`src/rtl/core/smac_pkg.sv`:
```
`timescale 1ns / 1ps
// ----------------------------------------------------------------------------
// smac_pkg
// Shared constants, types and functions of the softmax/argmax classifier.
// ----------------------------------------------------------------------------
package smac_pkg;

	localparam int SCORE_FIELDS = 8;
	localparam int SCORE_W      = 32;
	localparam int Q_W          = 16;
	localparam int CONF_W       = 16;
	localparam int CLASS_W      = 3;
	localparam int DEF_NUM_CLASSES = 8;
	localparam int CFG_IDX_W    = 1;
	localparam int CFG_DATA_W   = 16;
	localparam int EXP_W        = 17;
	localparam int SUM_W        = 21;
	localparam int DIV_Q_W      = 17;

	typedef enum logic [1:0] {
		FMT_F32 = 2'd0,
		FMT_F16 = 2'd1,
		FMT_NONE2 = 2'd2,
		FMT_NONE3 = 2'd3
	} fmt_t;

	typedef enum logic [CFG_IDX_W-1:0] {
		REG_FORMAT   = 1'b0,
		REG_MIN_CONF = 1'b1
	} reg_idx_t;

	function automatic logic signed [Q_W-1:0] sat_q78(input logic neg, input logic [31:0] mag);
		logic signed [Q_W-1:0] r;
		if (neg) begin
			if (mag >= 32'd32768) r = 16'sh8000;
			else r = -$signed({1'b0, mag[14:0]});
		end else begin
			if (mag > 32'd32767) r = 16'sh7fff;
			else r = $signed({1'b0, mag[14:0]});
		end
		return r;
	endfunction

	// Significand shifted by ex - bias; a shift above 8 is far outside Q7.8
	// and saturates, so the 32-bit result never wraps.
	function automatic logic [31:0] scale(input logic [23:0] sig, input int sh);
		logic [31:0] r;
		if (sh > 8) r = 32'hffff_ffff;
		else if (sh >= 0) r = {8'd0, sig} << sh;
		else if (sh <= -32) r = 32'd0;
		else r = {8'd0, sig} >> (-sh);
		return r;
	endfunction

	function automatic logic signed [Q_W-1:0] dec_f32(input logic [31:0] b);
		logic signed [Q_W-1:0] r;
		if (b[30:23] == 8'hff) r = (b[22:0] != 0) ? '0 : sat_q78(b[31], 32'hffff_ffff);
		else if (b[30:23] == 8'h00) r = '0;
		else r = sat_q78(b[31], scale({1'b1, b[22:0]}, int'(b[30:23]) - 142));
		return r;
	endfunction

	function automatic logic signed [Q_W-1:0] dec_f16(input logic [15:0] b);
		logic signed [Q_W-1:0] r;
		if (b[14:10] == 5'h1f) r = (b[9:0] != 0) ? '0 : sat_q78(b[15], 32'hffff_ffff);
		else if (b[14:10] == 5'h00) r = '0;
		else r = sat_q78(b[15], scale({13'd1, b[9:0], 1'b0} >> 1, int'(b[14:10]) - 17));
		return r;
	endfunction

	function automatic logic [EXP_W-1:0] exp_int(input logic [3:0] n);
		logic [EXP_W-1:0] r;
		case (n)
			4'd0: r = 17'd65536; 4'd1: r = 17'd24109; 4'd2: r = 17'd8869;
			4'd3: r = 17'd3263;  4'd4: r = 17'd1200;  4'd5: r = 17'd442;
			4'd6: r = 17'd162;   4'd7: r = 17'd60;    4'd8: r = 17'd22;
			4'd9: r = 17'd8;     4'd10: r = 17'd3;    4'd11: r = 17'd1;
			default: r = '0;
		endcase
		return r;
	endfunction

	function automatic logic [EXP_W-1:0] exp_hi(input logic [3:0] h);
		logic [EXP_W-1:0] r;
		case (h)
			4'd0: r = 17'd65536;  4'd1: r = 17'd61565;  4'd2: r = 17'd57835;
			4'd3: r = 17'd54331;  4'd4: r = 17'd51039;  4'd5: r = 17'd47947;
			4'd6: r = 17'd45042;  4'd7: r = 17'd42313;  4'd8: r = 17'd39750;
			4'd9: r = 17'd37341;  4'd10: r = 17'd35079; 4'd11: r = 17'd32954;
			4'd12: r = 17'd30957; 4'd13: r = 17'd29081; 4'd14: r = 17'd27319;
			default: r = 17'd25664;
		endcase
		return r;
	endfunction

	function automatic logic [EXP_W-1:0] exp_lo(input logic [3:0] l);
		logic [EXP_W-1:0] r;
		case (l)
			4'd0: r = 17'd65536;  4'd1: r = 17'd65281;  4'd2: r = 17'd65026;
			4'd3: r = 17'd64772;  4'd4: r = 17'd64520;  4'd5: r = 17'd64268;
			4'd6: r = 17'd64018;  4'd7: r = 17'd63768;  4'd8: r = 17'd63520;
			4'd9: r = 17'd63272;  4'd10: r = 17'd63025; 4'd11: r = 17'd62780;
			4'd12: r = 17'd62535; 4'd13: r = 17'd62291; 4'd14: r = 17'd62048;
			default: r = 17'd61806;
		endcase
		return r;
	endfunction

endpackage

```
`src/rtl/core/smac_divider.sv`:
```
`timescale 1ns / 1ps
// ----------------------------------------------------------------------------
// smac_divider
// Pipelined restoring divider: (2^32 + sum/2) / sum, one quotient bit a stage.
// ----------------------------------------------------------------------------
module smac_divider
	import smac_pkg::*;
#(
	parameter int PAY_W = 19
) (
	input  logic                 clk,
	input  logic                 arst_n,
	input  logic                 adv,
	input  logic                 in_valid,
	input  logic [SUM_W-1:0]     sum,
	input  logic [PAY_W-1:0]     in_pay,
	output logic                 out_valid,
	output logic [DIV_Q_W-1:0]   quot,
	output logic [PAY_W-1:0]     out_pay
);
	// Quotient is below 2^17 since sum >= 65536; dividend < 2^33.
	// Shifted divisor needs SUM_W + N - 1 bits.
	localparam int N   = DIV_Q_W;
	localparam int NW  = SUM_W + N + 2;

	logic                  v_q    [N+1];
	logic [NW-1:0]         rem_q  [N+1];
	logic [SUM_W-1:0]      den_q  [N+1];
	logic [N-1:0]          quo_q  [N+1];
	logic [PAY_W-1:0]      pay_q  [N+1];

	assign v_q[0]   = in_valid;
	assign rem_q[0] = (NW'(1) << 32) + NW'(sum >> 1);
	assign den_q[0] = sum;
	assign quo_q[0] = '0;
	assign pay_q[0] = in_pay;

	for (genvar k = 0; k < N; k++) begin : g_st
		localparam int SH = N - 1 - k;
		logic [NW-1:0] dsh;
		logic          take;
		assign dsh  = NW'(den_q[k]) << SH;
		assign take = rem_q[k] >= dsh;
		always_ff @(posedge clk or negedge arst_n) begin
			if (!arst_n) v_q[k+1] <= 1'b0;
			else if (adv) v_q[k+1] <= v_q[k];
		end
		always_ff @(posedge clk) begin
			if (adv) begin
				rem_q[k+1] <= take ? rem_q[k] - dsh : rem_q[k];
				den_q[k+1] <= den_q[k];
				quo_q[k+1] <= {quo_q[k][N-2:0], take};
				pay_q[k+1] <= pay_q[k];
			end
		end
	end

	assign out_valid = v_q[N];
	assign quot      = quo_q[N];
	assign out_pay   = pay_q[N];
endmodule

```
`config.mk`:
```
export PLATFORM = sky130hd
export DESIGN_NAME = smac_divider
export DESIGN_NICKNAME = d
export VERILOG_FILES = /design/src/rtl/core/smac_pkg.sv /design/src/rtl/core/smac_divider.sv
export SDC_FILE = /design/constraint.sdc
export NUM_CORES = 2
export LEC_CHECK = 0
export BUFFER_PORTS_ARGS = -buffer_cell sky130_fd_sc_hd__buf_2
export CORE_UTILIZATION = 57
export DETAILED_ROUTE_END_ITERATION = 7
export GPL_ROUTABILITY_DRIVEN = 0
export GPL_TIMING_DRIVEN = 0
export PLACE_DENSITY = 0.74
export RECOVER_POWER = 100
export SLEW_MARGIN = 10
export SYNTH_ARGS = -nofsm -noshare
export SYNTH_HDL_FRONTEND = slang
export SYNTH_SLANG_ARGS = --single-unit
```
`constraint.sdc`:
```
create_clock -name clk -period 5.44 [get_ports clk]
set_input_delay 0 -clock clk [delete_from_list [all_inputs] [get_ports clk]]
set_output_delay 0 -clock clk [all_outputs]
set_load 0.02 [all_outputs]
```
==> results.txt <==
post-synth top area share -> 60.4%
initial antenna violation count -> 0
hold crit path type -> in -> reg
FFs w/ async S/R, synth -> 1.28%
CTS hold repair buffers -> 80
Setup violations, final -> 0
status -> complete, but fails checks
Core Rows -> 123
Layout area overhead -> 11.8%
Final Slew Violations -> 142
setup_tns -> 0 ns
failing checks -> max-capacitance violations, max-slew violations
non-filler cells, final -> 7160
Fin. Hold Viols -> 0
Tot Pwr -> 0.0349 W
Worst EP required -> 5.91 ns
unrepaired setup endpoints after global routing -> no
Resized cells post-CTS -> 0
Seq cells post-synth -> 1331
DPL Wire Length -> 91600 um
Final Cycle Share -> 91.9%
clock latency at the later pin of the worst-skew pair -> 0.75 ns
Syn Inst Count -> 5230
H-tree depth -> 4
IO Pins -> 81
Peak VDD IR -> 0.332 mV
CTS sink count -> 1331
CORE AREA -> 113000 um^2
antenna-violating nets left -> 0
Startpoint Class -> flip-flop
DR WL/cell -> 17.8 um
LEAKAGE -> 27.4 nW
sequential area share after synthesis -> 61.0%
CTS max path bufs -> 3
critical path arrival -> 5.47 ns
CTS tree -> done
All-Layer GR Usage -> 22.1%
largest net degree at the start of global routing -> 176
highest attainable clock frequency -> 200 MHz
leading area contributor after synthesis -> edfxtp_1
first drt pass iteration count -> 6
post-synthesis cell area -> 65400 um^2
layout cell share with drive strength beyond 1 -> 6.87%
Max Cap Viol -> 2
post-layout utilization of the core -> 64.6%
Synth Warn # -> 0
top cells by area, synth -> edfxtp_1, ha_1, xnor2_1
GRT overflow -> 0
Setup Skew -> 0.0345 ns
WL final -> 127000 um
ant diodes -> 0
DRC errors left -> 0
Initial Utilization -> 57.8%
synth unique cells -> 97
pwr dens -> 477 nW/um^2
dominant synthesized flop cell -> edfxtp_1
fillers -> 8186
NumNets Final -> 5947
Root Buffer -> clkbuf_16
Vias -> 41500
Clk pin slew, worst setup/hold paths -> 0.06 ns
Worst-Margin Slew -> 3.36 ns
area of the multi-input gates -> 23100 um^2
Worst Setup Path Type -> reg -> reg
Die Wd -> 341 um
Num CTS Buffers -> 146
port bufs -> 80
first-pass GRT wire length -> 205000 um
Slowest-stage cell, CP -> a2111oi_0
CP cell instances -> inv_1 > ha_1 > inv_1 > fa_1 > a211o_1 > a2111oi_0 > o211ai_1 > a211oi_1 > o21bai_1 > a22o_1 > a2111oi_0 > xor2_1
Max stage delay on crit path -> 1.13 ns
DP Cell Count -> 6819
Reg area -> 39900 um^2
relative slew slack -> -124%
initial DRC count -> 2339
crit end category -> flip-flop
die height -> 341 um
Hold Slack -> 0.198 ns
fin crit period -> 5.00 ns
EDFF count, synth -> 1314
Crit Path Max Fanout -> 6
Via density -> 5.80
Mean Syn Cell Area -> 12.5 um^2
vias in the first global route -> 43100
Die Area -> 116000 um^2
Post-CTS Setup Bufs -> 0
[where the power goes]
part	switching [W]	internal (W)	total (W)
sequential	0.00102	0.0138	0.0148
combinational	0.00607	0.00454	0.0106
clock	0.00393	0.00554	0.00947
[critical path: cells and delay by family (launching register included)]
family / cells / cell delay, ns
adders and majority gates: 2 / 0.64
buffers and inverters: 2 / 0.21
AOI/OAI and AO/OA: 7 / 3.29
DFF: 1 / 0.44
xor gates and xnor gates: 1 / 0.14
[stage by stage]
stage | cell area, um^2 | setup WS [ns]
after floorplan | 65400 | 2.19
after CTS | 73300 | 0.867
final | 73100 | 0.440
after detailed placement | 67900 | 0.670
after global placement | 67700 | -15.52
after global routing | 73100 | 0.285
[state kept, by name, summed over array words and instances (netlist names)]
register / count
rem_q: 622
pay_q: 304
quo_q: 136
out_pay: 19
v_q: 16
quot: 17
den_q: 216
out_valid: 1
[logic make-up after synthesis]
family	Yosys count	synth area share, %
other	1	0.00574
xor gates and xnor gates	396	5.31
adders and majority gates	356	7.00
muxes	83	1.44
and+or+nand+nor	1347	10.5
DFF	1331	61.0
buffers and inverters	561	3.50
AOI/OAI and AO/OA	1155	11.2
[cell usage in the layout (no fill, tap or decap), drive strengths merged, types with 43 or more instances in the layout]
master       instances
xnor2              216
edfxtp            1314
nor2               345
dlygate4sd3         80
ha                 340
or3                 43
inv                436
nor2b               49
mux2                79
a211oi              47
nor3                95
buf                 68
a21o               104
o21ai              281
xor2               180
a21oi              349
nor4                81
nand2b              62
nand4               64
nand2              335
nand3               73
o21a                65
clkinv              60
clkbuf             334
[cell usage after synthesis, types with 21 or more instances]
cell type,number
buf_4,36
o31ai_1,35
xnor2_1,216
a31oi_1,31
or4_1,23
nor4_1,77
or3_1,43
a21o_1,104
nand4b_1,21
a21oi_1,348
and3_1,24
nand4_1,64
nor2b_1,49
nand2b_1,62
a211oi_1,47
edfxtp_1,1314
mux2_2,76
clkbuf_1,72
nand3b_1,21
ha_1,340
o21bai_1,32
nand3_1,73
nor2_1,345
or2_2,22
inv_1,426
xor2_1,180
nand2_1,335
o211ai_1,29
o21ai_0,276
o21a_1,65
nor3_1,92
[worst paths after layout]
| kind | slack, ns | startpoint | depth (start not counted) | endpoint |
|---|---|---|---|---|
| max in group asynchronous | 4.58 | arst_n | 3 | v_q[13] |
| min in group asynchronous | 0.38 | arst_n | 3 | v_q[8] |
| worst min register to register | 0.41 | pay_q[165] | 0 | pay_q[146] |
| worst max register to register | 0.44 | rem_q[409] | 12 | rem_q[397] |
| worst max-delay path | 0.44 | rem_q[409] | 12 | rem_q[397] |
| worst min-delay path | 0.20 | sum[16] | 2 | den_q[352] |
[routing by layer]
metal,global-route usage (%),vias to the layer above,share of wire (%)
li1,-,20200,-
met1,19.7,19600,33
met2,43.1,1209,55
met3,3.34,552,3.5
met4,18.0,0,8.2
met5,0,-,0
[final cells by class]
type	count	share of cell area, %
sequential	1331	54.5
multi-input combinational	3339	31.6
clock buffer	181	5.22
tap	1500	2.57
inverter	428	2.20
timing repair buffer	168	1.83
clock inverter	80	1.13
buffer	133	0.871
(Power assumes the default switching activity.)
